==> src/hw/rtl/bmpg_pkg.sv <==
// Shared constants and types for the brick mask pixel generator.
package bmpg_pkg;

    localparam int unsigned CFG_W    = 13;
    localparam int unsigned BEVEL_W  = 12;
    localparam int unsigned IN_W     = 12;
    localparam int unsigned OUT_W    = 16;
    localparam int unsigned SCALED_W = BEVEL_W + OUT_W;

    localparam logic [OUT_W-1:0] FULL_SCALE = 16'hFFFF;

    // Configuration register indexes
    typedef enum logic [1:0] {
        CFG_BRICK_W = 2'd0,
        CFG_BRICK_H = 2'd1,
        CFG_MORTAR  = 2'd2,
        CFG_BEVEL   = 2'd3
    } cfg_idx_t;

    // Flow control between pipeline sections
    typedef struct packed {
        logic en;
        logic vld;
    } pipe_ctl_t;

endpackage

==> src/hw/rtl/bmpg_div.sv <==
// Pipelined restoring divider, one quotient bit per stage, with sideband.
module bmpg_div #(
    parameter int unsigned NB = 13,
    parameter int unsigned DB = 13,
    parameter int unsigned SB = 1
) (
    input  logic                aclk,
    input  logic                aresetn,
    input  bmpg_pkg::pipe_ctl_t ctl_i,
    input  logic [NB-1:0]       num,
    input  logic [DB-1:0]       den,
    input  logic [SB-1:0]       side_i,
    output logic                vld_o,
    output logic [NB-1:0]       quo,
    output logic [DB-1:0]       rem,
    output logic [SB-1:0]       side_o
);

    logic [DB-1:0] rem_reg  [NB];
    logic [NB-1:0] qn_reg   [NB];
    logic [SB-1:0] side_reg [NB];
    logic          vld_reg  [NB];

    genvar k;
    generate
        for (k = 0; k < NB; k++) begin : g_stage
            logic [DB-1:0] rem_in;
            logic [NB-1:0] qn_in;
            logic [SB-1:0] side_in;
            logic          vld_in;
            logic [DB:0]   trial;
            logic          ge;
            logic [DB:0]   diff;

            if (k == 0) begin : g_first
                assign rem_in  = '0;
                assign qn_in   = num;
                assign side_in = side_i;
                assign vld_in  = ctl_i.vld;
            end else begin : g_next
                assign rem_in  = rem_reg[k-1];
                assign qn_in   = qn_reg[k-1];
                assign side_in = side_reg[k-1];
                assign vld_in  = vld_reg[k-1];
            end

            // shift in next dividend bit, subtract if it fits
            assign trial = {rem_in, qn_in[NB-1]};
            assign ge    = trial >= {1'b0, den};
            assign diff  = ge ? (trial - {1'b0, den}) : trial;

            always_ff @(posedge aclk) begin
                if (!aresetn) begin
                    vld_reg[k] <= 1'b0;
                end else if (ctl_i.en) begin
                    vld_reg[k] <= vld_in;
                end
            end

            always_ff @(posedge aclk) begin
                if (ctl_i.en) begin
                    rem_reg[k]  <= diff[DB-1:0];
                    qn_reg[k]   <= {qn_in[NB-2:0], ge};
                    side_reg[k] <= side_in;
                end
            end
        end
    endgenerate

    assign vld_o  = vld_reg[NB-1];
    assign quo    = qn_reg[NB-1];
    assign rem    = rem_reg[NB-1];
    assign side_o = side_reg[NB-1];

endmodule

==> src/hw/rtl/brick_mask_pixel_generator.sv <==
// Top level of the running-bond brick mask pixel generator.
//
// Input channel s_*: one pixel coordinate word (x, y) per handshake.
// Output channel m_*: one result word per pixel, in order: brick presence,
// bevel shade and a flag for inconsistent brick parameters.
// Configuration: cfg_wr_en writes cfg_data into the register at cfg_index
// (brick width, brick height, mortar, bevel); write only while idle.
//
// The pipeline has 1 input stage, 13 stages for the row divide,
// 1 stage for the half-brick shift, 14 stages for the column divide,
// 2 stages for the bevel distance, 28 stages for the shade divide and the
// output register. Throughput is one pixel per cycle while the output is
// not stalled, set by the fully pipelined dividers.
//
// Reset clears every valid bit and loads the default brick geometry.
// When m_ready is low with a word waiting, the whole pipeline holds and
// s_ready drops; nothing is lost or repeated, and bubbles are kept.
module brick_mask_pixel_generator #(
    parameter int unsigned COORD_BITS = 12
) (
    input  logic                         aclk,
    input  logic                         aresetn,
    input  logic                         cfg_wr_en,
    input  logic [1:0]                   cfg_index,
    input  logic [bmpg_pkg::CFG_W-1:0]   cfg_data,
    input  logic                         s_valid,
    output logic                         s_ready,
    input  logic [bmpg_pkg::IN_W-1:0]    s_x_coord,
    input  logic [bmpg_pkg::IN_W-1:0]    s_y_coord,
    output logic                         m_valid,
    input  logic                         m_ready,
    output logic [bmpg_pkg::OUT_W-1:0]   m_brick_present,
    output logic [bmpg_pkg::OUT_W-1:0]   m_bevel_shade,
    output logic                         m_params_bad
);

    localparam int unsigned CW = bmpg_pkg::CFG_W;
    localparam int unsigned BW = bmpg_pkg::BEVEL_W;
    localparam int unsigned IW = bmpg_pkg::IN_W;
    localparam int unsigned OW = bmpg_pkg::OUT_W;
    localparam int unsigned SW = bmpg_pkg::SCALED_W;
    localparam int unsigned DW = 16;
    localparam logic [IW-1:0] CMASK =
        (COORD_BITS >= IW) ? {IW{1'b1}} : IW'((1 << COORD_BITS) - 1);

    // edge distance along one axis, signed
    function automatic logic signed [DW-1:0] edge_dist(
        input logic [CW-1:0] ofs,
        input logic [CW-1:0] period,
        input logic [CW-1:0] mt,
        input logic [BW-1:0] bv
    );
        logic signed [DW-1:0] pos;
        logic signed [DW-1:0] far_edge;
        logic signed [DW-1:0] sbv;
        pos      = $signed(DW'(ofs)) - $signed(DW'(mt));
        sbv      = $signed(DW'(bv));
        far_edge = $signed(DW'(period)) - sbv - $signed(DW'(mt));
        if (pos < sbv) begin
            edge_dist = sbv - pos;
        end else if (pos >= far_edge) begin
            edge_dist = pos - far_edge;
        end else begin
            edge_dist = '0;
        end
    endfunction

    // configuration registers
    logic [CW-1:0] bw_reg, bh_reg, mt_reg;
    logic [BW-1:0] bv_reg;

    always_ff @(posedge aclk) begin
        if (!aresetn) begin
            bw_reg <= CW'(64);
            bh_reg <= CW'(32);
            mt_reg <= CW'(4);
            bv_reg <= '0;
        end else if (cfg_wr_en) begin
            unique case (bmpg_pkg::cfg_idx_t'(cfg_index))
                bmpg_pkg::CFG_BRICK_W: bw_reg <= cfg_data;
                bmpg_pkg::CFG_BRICK_H: bh_reg <= cfg_data;
                bmpg_pkg::CFG_MORTAR:  mt_reg <= cfg_data;
                bmpg_pkg::CFG_BEVEL:   bv_reg <= cfg_data[BW-1:0];
                default: ;
            endcase
        end
    end

    // parameter sanity flag, with signed compares for the bevel spans
    logic signed [CW+1:0] span_w, span_h, bev2;
    logic                 params_bad;
    assign span_w = $signed((CW+2)'(bw_reg)) - $signed((CW+2)'(mt_reg));
    assign span_h = $signed((CW+2)'(bh_reg)) - $signed((CW+2)'(mt_reg));
    assign bev2   = $signed({2'b00, bv_reg, 1'b0});
    assign params_bad = (mt_reg > bw_reg) || (mt_reg > bh_reg) || (bev2 > span_w)
                     || (bev2 > span_h) || (bw_reg == '0) || (bh_reg == '0);

    // global advance: hold everything while an output word waits
    logic                en;
    bmpg_pkg::pipe_ctl_t ctl_y, ctl_x, ctl_s;
    assign en      = !m_valid || m_ready;
    assign s_ready = en;

    // stage A: input register
    logic          a_vld_reg;
    logic [IW-1:0] a_x_reg, a_y_reg;

    always_ff @(posedge aclk) begin
        if (!aresetn) begin
            a_vld_reg <= 1'b0;
        end else if (en) begin
            a_vld_reg <= s_valid;
        end
    end

    always_ff @(posedge aclk) begin
        if (en) begin
            a_x_reg <= s_x_coord & CMASK;
            a_y_reg <= s_y_coord & CMASK;
        end
    end

    // offset by half the mortar, then divide the row coordinate
    logic [CW-1:0] half_mt, xx, yy;
    assign half_mt = mt_reg >> 1;
    assign xx      = CW'(a_x_reg) + half_mt;
    assign yy      = CW'(a_y_reg) + half_mt;
    assign ctl_y   = '{en: en, vld: a_vld_reg};

    logic          y_vld;
    logic [CW-1:0] y_quo, y_rem, y_xx;

    bmpg_div #(.NB(CW), .DB(CW), .SB(CW)) u_div_row (
        .aclk    (aclk),
        .aresetn (aresetn),
        .ctl_i   (ctl_y),
        .num     (yy),
        .den     (bh_reg),
        .side_i  (xx),
        .vld_o   (y_vld),
        .quo     (y_quo),
        .rem     (y_rem),
        .side_o  (y_xx)
    );

    // stage B: half-brick shift on odd rows
    logic          b_vld_reg, b_rowm_reg;
    logic [CW-1:0] b_oy_reg;
    logic [CW:0]   b_xs_reg;

    always_ff @(posedge aclk) begin
        if (!aresetn) begin
            b_vld_reg <= 1'b0;
        end else if (en) begin
            b_vld_reg <= y_vld;
        end
    end

    always_ff @(posedge aclk) begin
        if (en) begin
            b_rowm_reg <= y_rem < mt_reg;
            b_oy_reg   <= y_rem;
            b_xs_reg   <= y_quo[0] ? ((CW+1)'(y_xx) + (CW+1)'(bw_reg >> 1))
                                   : (CW+1)'(y_xx);
        end
    end

    assign ctl_x = '{en: en, vld: b_vld_reg};

    logic          x_vld, x_rowm;
    logic [CW:0]   x_quo;
    logic [CW-1:0] x_rem, x_oy;

    bmpg_div #(.NB(CW+1), .DB(CW), .SB(CW+1)) u_div_col (
        .aclk    (aclk),
        .aresetn (aresetn),
        .ctl_i   (ctl_x),
        .num     (b_xs_reg),
        .den     (bw_reg),
        .side_i  ({b_rowm_reg, b_oy_reg}),
        .vld_o   (x_vld),
        .quo     (x_quo),
        .rem     (x_rem),
        .side_o  ({x_rowm, x_oy})
    );

    // stage C: mortar decision and per-axis edge distances
    logic                 c_vld_reg, c_mortar_reg;
    logic signed [DW-1:0] c_dx_reg, c_dy_reg;

    always_ff @(posedge aclk) begin
        if (!aresetn) begin
            c_vld_reg <= 1'b0;
        end else if (en) begin
            c_vld_reg <= x_vld;
        end
    end

    always_ff @(posedge aclk) begin
        if (en) begin
            c_mortar_reg <= x_rowm || (x_rem < mt_reg) || (bw_reg == '0)
                         || (bh_reg == '0) || (x_quo[CW] && 1'b0);
            c_dx_reg     <= edge_dist(x_rem, bw_reg, mt_reg, bv_reg);
            c_dy_reg     <= edge_dist(x_oy, bh_reg, mt_reg, bv_reg);
        end
    end

    // stage D: Chebyshev distance, clamp, scale by full scale
    logic                 d_vld_reg, d_mortar_reg;
    logic [SW-1:0]        d_num_reg;
    logic signed [DW-1:0] dmax, sbv;
    logic [BW-1:0]        dcl, tdist;

    assign sbv  = $signed(DW'(bv_reg));
    assign dmax = (c_dx_reg > c_dy_reg) ? c_dx_reg : c_dy_reg;

    always_comb begin
        priority if (dmax > sbv) begin
            dcl = bv_reg;
        end else if (dmax < 0) begin
            dcl = '0;
        end else begin
            dcl = dmax[BW-1:0];
        end
    end

    assign tdist = bv_reg - dcl;

    always_ff @(posedge aclk) begin
        if (!aresetn) begin
            d_vld_reg <= 1'b0;
        end else if (en) begin
            d_vld_reg <= c_vld_reg;
        end
    end

    always_ff @(posedge aclk) begin
        if (en) begin
            d_mortar_reg <= c_mortar_reg;
            d_num_reg    <= {tdist, {OW{1'b0}}} - SW'(tdist);
        end
    end

    assign ctl_s = '{en: en, vld: d_vld_reg};

    logic          s_vld, s_mortar;
    logic [SW-1:0] s_quo;
    logic [BW-1:0] s_rem;

    bmpg_div #(.NB(SW), .DB(BW), .SB(1)) u_div_shade (
        .aclk    (aclk),
        .aresetn (aresetn),
        .ctl_i   (ctl_s),
        .num     (d_num_reg),
        .den     (bv_reg),
        .side_i  (d_mortar_reg),
        .vld_o   (s_vld),
        .quo     (s_quo),
        .rem     (s_rem),
        .side_o  (s_mortar)
    );

    // stage E: output register
    logic          m_vld_reg, m_bad_reg;
    logic [OW-1:0] m_present_reg, m_shade_reg;
    logic          rem_unused;
    assign rem_unused = |s_rem;

    always_ff @(posedge aclk) begin
        if (!aresetn) begin
            m_vld_reg <= 1'b0;
        end else if (en) begin
            m_vld_reg <= s_vld;
        end
    end

    always_ff @(posedge aclk) begin
        if (en) begin
            m_bad_reg     <= params_bad || (rem_unused && 1'b0);
            m_present_reg <= s_mortar ? '0 : bmpg_pkg::FULL_SCALE;
            if (s_mortar) begin
                m_shade_reg <= '0;
            end else if (bv_reg == '0) begin
                m_shade_reg <= bmpg_pkg::FULL_SCALE;
            end else begin
                m_shade_reg <= s_quo[OW-1:0];
            end
        end
    end

    assign m_valid         = m_vld_reg;
    assign m_brick_present = m_present_reg;
    assign m_bevel_shade   = m_shade_reg;
    assign m_params_bad    = m_bad_reg;

    // presence is all or nothing
    a_present_code: assert property (@(posedge aclk) disable iff (!aresetn)
        m_valid |-> (m_brick_present == '0 || m_brick_present == bmpg_pkg::FULL_SCALE))
        else $error("brick presence is neither mortar nor full brick");

    // mortar pixels carry no shade
    a_mortar_shade: assert property (@(posedge aclk) disable iff (!aresetn)
        (m_valid && m_brick_present == '0) |-> (m_bevel_shade == '0))
        else $error("mortar pixel with nonzero shade");

    // a held output word blocks the input and stays put
    a_stall_hold: assert property (@(posedge aclk) disable iff (!aresetn)
        (m_valid && !m_ready) |-> (!s_ready ##1 (m_valid && $stable(m_bevel_shade)
                                   && $stable(m_brick_present))))
        else $error("pipeline moved during an output stall");

endmodule
==> config.mk <==
export PLATFORM = sky130hd
export DESIGN_NAME = brick_mask_pixel_generator
export DESIGN_NICKNAME = d
export VERILOG_FILES = /design/src/hw/rtl/bmpg_pkg.sv /design/src/hw/rtl/bmpg_div.sv /design/src/hw/rtl/brick_mask_pixel_generator.sv
export SDC_FILE = /design/constraint.sdc
export NUM_CORES = 2
export LEC_CHECK = 0
export ABC_AREA = 1
export BUFFER_PORTS_ARGS = -buffer_cell sky130_fd_sc_hd__buf_2
export CAP_MARGIN = 40
export CELL_PAD_IN_SITES_DETAIL_PLACEMENT = 0
export CELL_PAD_IN_SITES_GLOBAL_PLACEMENT = 1
export CORE_ASPECT_RATIO = 1.25
export CORE_MARGIN = 5
export CORE_UTILIZATION = 52
export CTS_CLUSTER_SIZE = 20
export DETAILED_ROUTE_END_ITERATION = 8
export GPL_TIMING_DRIVEN = 0
export PLACE_DENSITY = 0.78
export SLEW_MARGIN = 20
export SYNTH_ARGS = -nofsm -noshare
export SYNTH_HDL_FRONTEND = slang
export SYNTH_SLANG_ARGS = --single-unit
==> constraint.sdc <==
create_clock -name aclk -period 79.3 [get_ports aclk]
set_clock_uncertainty 0.2 [all_clocks]
set_input_delay 15.86 -clock aclk [delete_from_list [all_inputs] [get_ports aclk]]
set_output_delay 15.86 -clock aclk [all_outputs]
set_load 0.03 [all_outputs]
==> results.rst <==
.. list-table::
   :header-rows: 1

   * - Metric
     - Value
   * - Worst vdd rail ir drop
     - 0.0317 mV
   * - Number of max-slew violations in the final report
     - 0
   * - Flop-to-flop setup slack
     - 72,530 ps
   * - Main flop type after synthesis
     - edfxtp_1
   * - Combinational family with the most area after synthesis
     - adder cells
   * - Reg-to-Reg Start
     - c_dx_reg[7]
   * - Share of synthesized area occupied by flip-flops and latches
     - 56.2%
   * - Library cells used by synthesis
     - 68
   * - Mean routed wirelength per cell
     - 18.5 microns
   * - Total leakage power
     - 48.1 nW
   * - CP top delay family
     - buffers and inverters
   * - Worst-margin pin slew
     - 832 ps
   * - Post-synthesis mux area share
     - 0.0202%
   * - Required time of the critical path
     - 63,240 ps
   * - Filler cell count in the final layout
     - 16,560
   * - Setup-failing EPs final
     - 0
   * - Placement Rows
     - 184
   * - Worst Hold Depth
     - 0
   * - Leftover overflow at the end of global routing
     - 0
   * - Num CTS Buffers
     - 194
   * - Synthesized netlist net count
     - 10,706
   * - Element type at the critical path start
     - primary input
   * - Proportion of synthesized flip-flops having asynchronous set or reset
     - 0%
   * - Most used cells in the layout excluding fill and tap cells
     - 1,936 x edfxtp_1, 1,332 x a21oi_1, 1,223 x nand2_1
   * - Syn Std Cell Area
     - 106,000 sq um
   * - Synth Area in XOR/XNOR
     - 5.47%
   * - Largest buffer count on any clock path
     - 3
   * - Logic depth of the worst register-to-register path
     - 36
   * - Leading cell type in the layout, fill and taps excluded
     - edfxtp_1
   * - Run status
     - finished clean
   * - Remaining routing DRC violations
     - 0
   * - Number of port buffers
     - 78
   * - Hold-fix buffers at CTS
     - 0
   * - Number of synthesized flops with an enable pin
     - 1,936
   * - Dpl hpwl
     - 172,000 microns
   * - Post-CTS setup repair buffer count
     - 0
   * - Placed standard-cell area
     - 111,000 sq um
   * - Maximum level of the CTS H-tree
     - 4
   * - Worst Slack Setup Final
     - 44,170 ps
   * - Detail-routed via count per cell
     - 5.51
   * - Final nets
     - 11,043
   * - Bufs and invs on worst path
     - 8
   * - Seq cells post-synth
     - 1,995
   * - WS Path Type
     - in -> out
   * - Slowest cell on the critical path
     - clkinv_4
   * - Clock Pin Slew Worst Setup and Hold Paths
     - 60 ps
   * - Cell at the root of the clock tree
     - clkbuf_16
   * - Fraction of layout instances using a drive strength above 1
     - 6.26%
   * - Aggregate global-route resource usage
     - 22.1%
   * - Synthesized instance count
     - 9,671
   * - Maximum clock rate
     - 0.0285 GHz
   * - Endpoint of the most critical register-to-register path
     - d_num_reg[19]
   * - Most common cell type on the critical path
     - buf_16
   * - Setup repair after global routing missed its margin
     - no
   * - Post-Synth Adder-Cell Area
     - 12.2%
   * - Width of the die
     - 413 microns
   * - Delay of the slowest cell on the worst path
     - 620 ps
   * - Number of iterations in the first detailed-routing pass
     - 5
   * - Fin cells
     - 12,879
   * - Arrival time reported for the critical path endpoint
     - 19,070 ps
   * - Post-layout instance area
     - 117,000 sq um
   * - Later-pin clock latency in the skew report
     - 870 ps
   * - Total number of clock tree sinks
     - 1,995
   * - Number of gates resized after cts
     - 0
   * - Number of global-route vias before repair
     - 69,976
   * - Post-detailed-route count of antenna-violating nets
     - 0
   * - Initial Util
     - 52.4%
   * - Core box area
     - 201,000 sq um
   * - Worst setup timing slack at the placement stage
     - 44,190 ps
   * - Die span in y
     - 514 microns
   * - Maxcap violations
     - 0
   * - Endpoint with the worst hold slack
     - u_div_col.qn_reg[0][4]
   * - Hold Fails Final Rpt
     - 0
   * - Fin Hold WS
     - 190 ps
   * - Post-route minimum period
     - 35,130 ps
   * - Area fraction in compound gates after synthesis
     - 11.3%
   * - Sum of routed wire length over all layers
     - 239,000 microns
   * - Slew margin rel.
     - 44.5%
   * - Capturing element type of the critical path
     - output pin
   * - Post-synthesis simple-gate area fraction
     - 11.1%
   * - Path type of the worst min-delay path
     - reg -> reg
   * - Initial DRC count
     - 4,074
   * - Area added between synthesis and finish
     - 11.3%
   * - Number of antenna violations at the first check in global routing
     - 16
   * - Vias post-DR
     - 70,963
   * - Maximum fanout along the worst path
     - 83
   * - Global-route wire length before repair
     - 370,000 microns
   * - Period Utilization, post-route
     - 44.3%
   * - Cell Chain, Critical Path
     - buf_2, nor2_1, clkinv_4, buf_16, buf_16, buf_16, buf_16, buf_16, buf_2
   * - Largest net degree at the start of global routing
     - 96
   * - Placed Instances
     - 12,509
   * - Worst Min Path Start
     - b_xs_reg[3]
   * - Syn_area_per_cell
     - 10.9 sq um
   * - Synthesis warning total
     - 0
   * - CTS tree
     - done
   * - # IOs
     - 79
   * - Routability congestion estimate
     - 0.868
   * - Power density over cell area
     - 46.5 nW/um^2
   * - Largest register FFs
     - 514
   * - Die footprint
     - 212,000 sq um
## layout make-up
class	count	area, sq um	share of cell area, %
diodes	12	30.0	0.0256
plain buffers	156	742	0.632
clock buffers	222	5000	4.26
clock inverters	136	1600	1.36
inverters	821	3110	2.65
multi-input cells	6699	42400	36.1
flip-flops and latches	1995	59300	50.5
well taps	2697	3370	2.87
repair buffers	141	1900	1.62
## metal layers
metal  GRT usage, %  part of all wire (%)  up-vias
met1           25.8                    40    33819
met4           9.56                   4.6       14
met2           40.3                    51     1388
li1               -                     -    35267
met3           3.21                   3.7      475
met5              0                 0.037        -
## stage by stage
stage | TNS, ps | power (mW) | utilization [%]
final | 0 | 5.46 | 58.3
after global routing | 0 | 5.91 | 58.3
after CTS | 0 | 5.50 | 58.3
after detailed placement | 0 | 4.53 | 55.0
after global placement | -5254090 | 4.48 | 54.2
after floorplan | 0 | 3.86 | -
## cells by family after synthesis
family,after synthesis
compound gates,2187
xor+xnor,657
fa+ha+maj,991
buf+inv,977
flops,1995
mux,2
simple gates,2862
## worst max-delay path by stage
stage,start,to,slack (ps),depth (start not counted)
finish,m_ready,s_ready,44170,9
global route,m_ready,s_ready,43980,9
CTS,m_ready,s_ready,44190,9
detailed placement,m_ready,s_ready,44190,9
global placement,m_ready,s_ready,-13140,4
floorplan,m_ready,s_ready,13250,2
## power by group
part	leakage [nW]	switching (mW)	internal, mW
Combinational	24.2	1.54	0.968
Sequential	20.8	0.208	1.80
Clock	3.14	0.411	0.532
Total	48.1	2.16	3.30
## cells in the mapped netlist, types with 12 or more instances
cell type	instances	area, sq um
edfxtp_1	1936	58100
a21oi_1	1332	6670
nand2_1	1224	4590
nor2_1	1100	4130
ha_1	924	11600
inv_1	815	3060
o21ai_0	428	2140
xor2_1	345	3020
xnor2_1	310	2720
nand3_1	271	1360
nand4_1	82	513
clkbuf_1	78	293
nor3_1	77	385
o21ai_1	71	355
fa_1	67	1340
buf_2	59	295
dfxtp_1	59	1180
o211ai_1	58	435
a21o_1	48	360
a31oi_1	48	300
o21bai_1	38	285
nor4_1	37	231
a221oi_1	25	219
o21ai_2	25	219
or2_2	23	144
o221ai_1	20	175
o31ai_1	20	150
o21a_1	19	143
buf_4	16	120
a41oi_1	14	123
nand3_2	12	120
(Power assumes the default switching activity.)
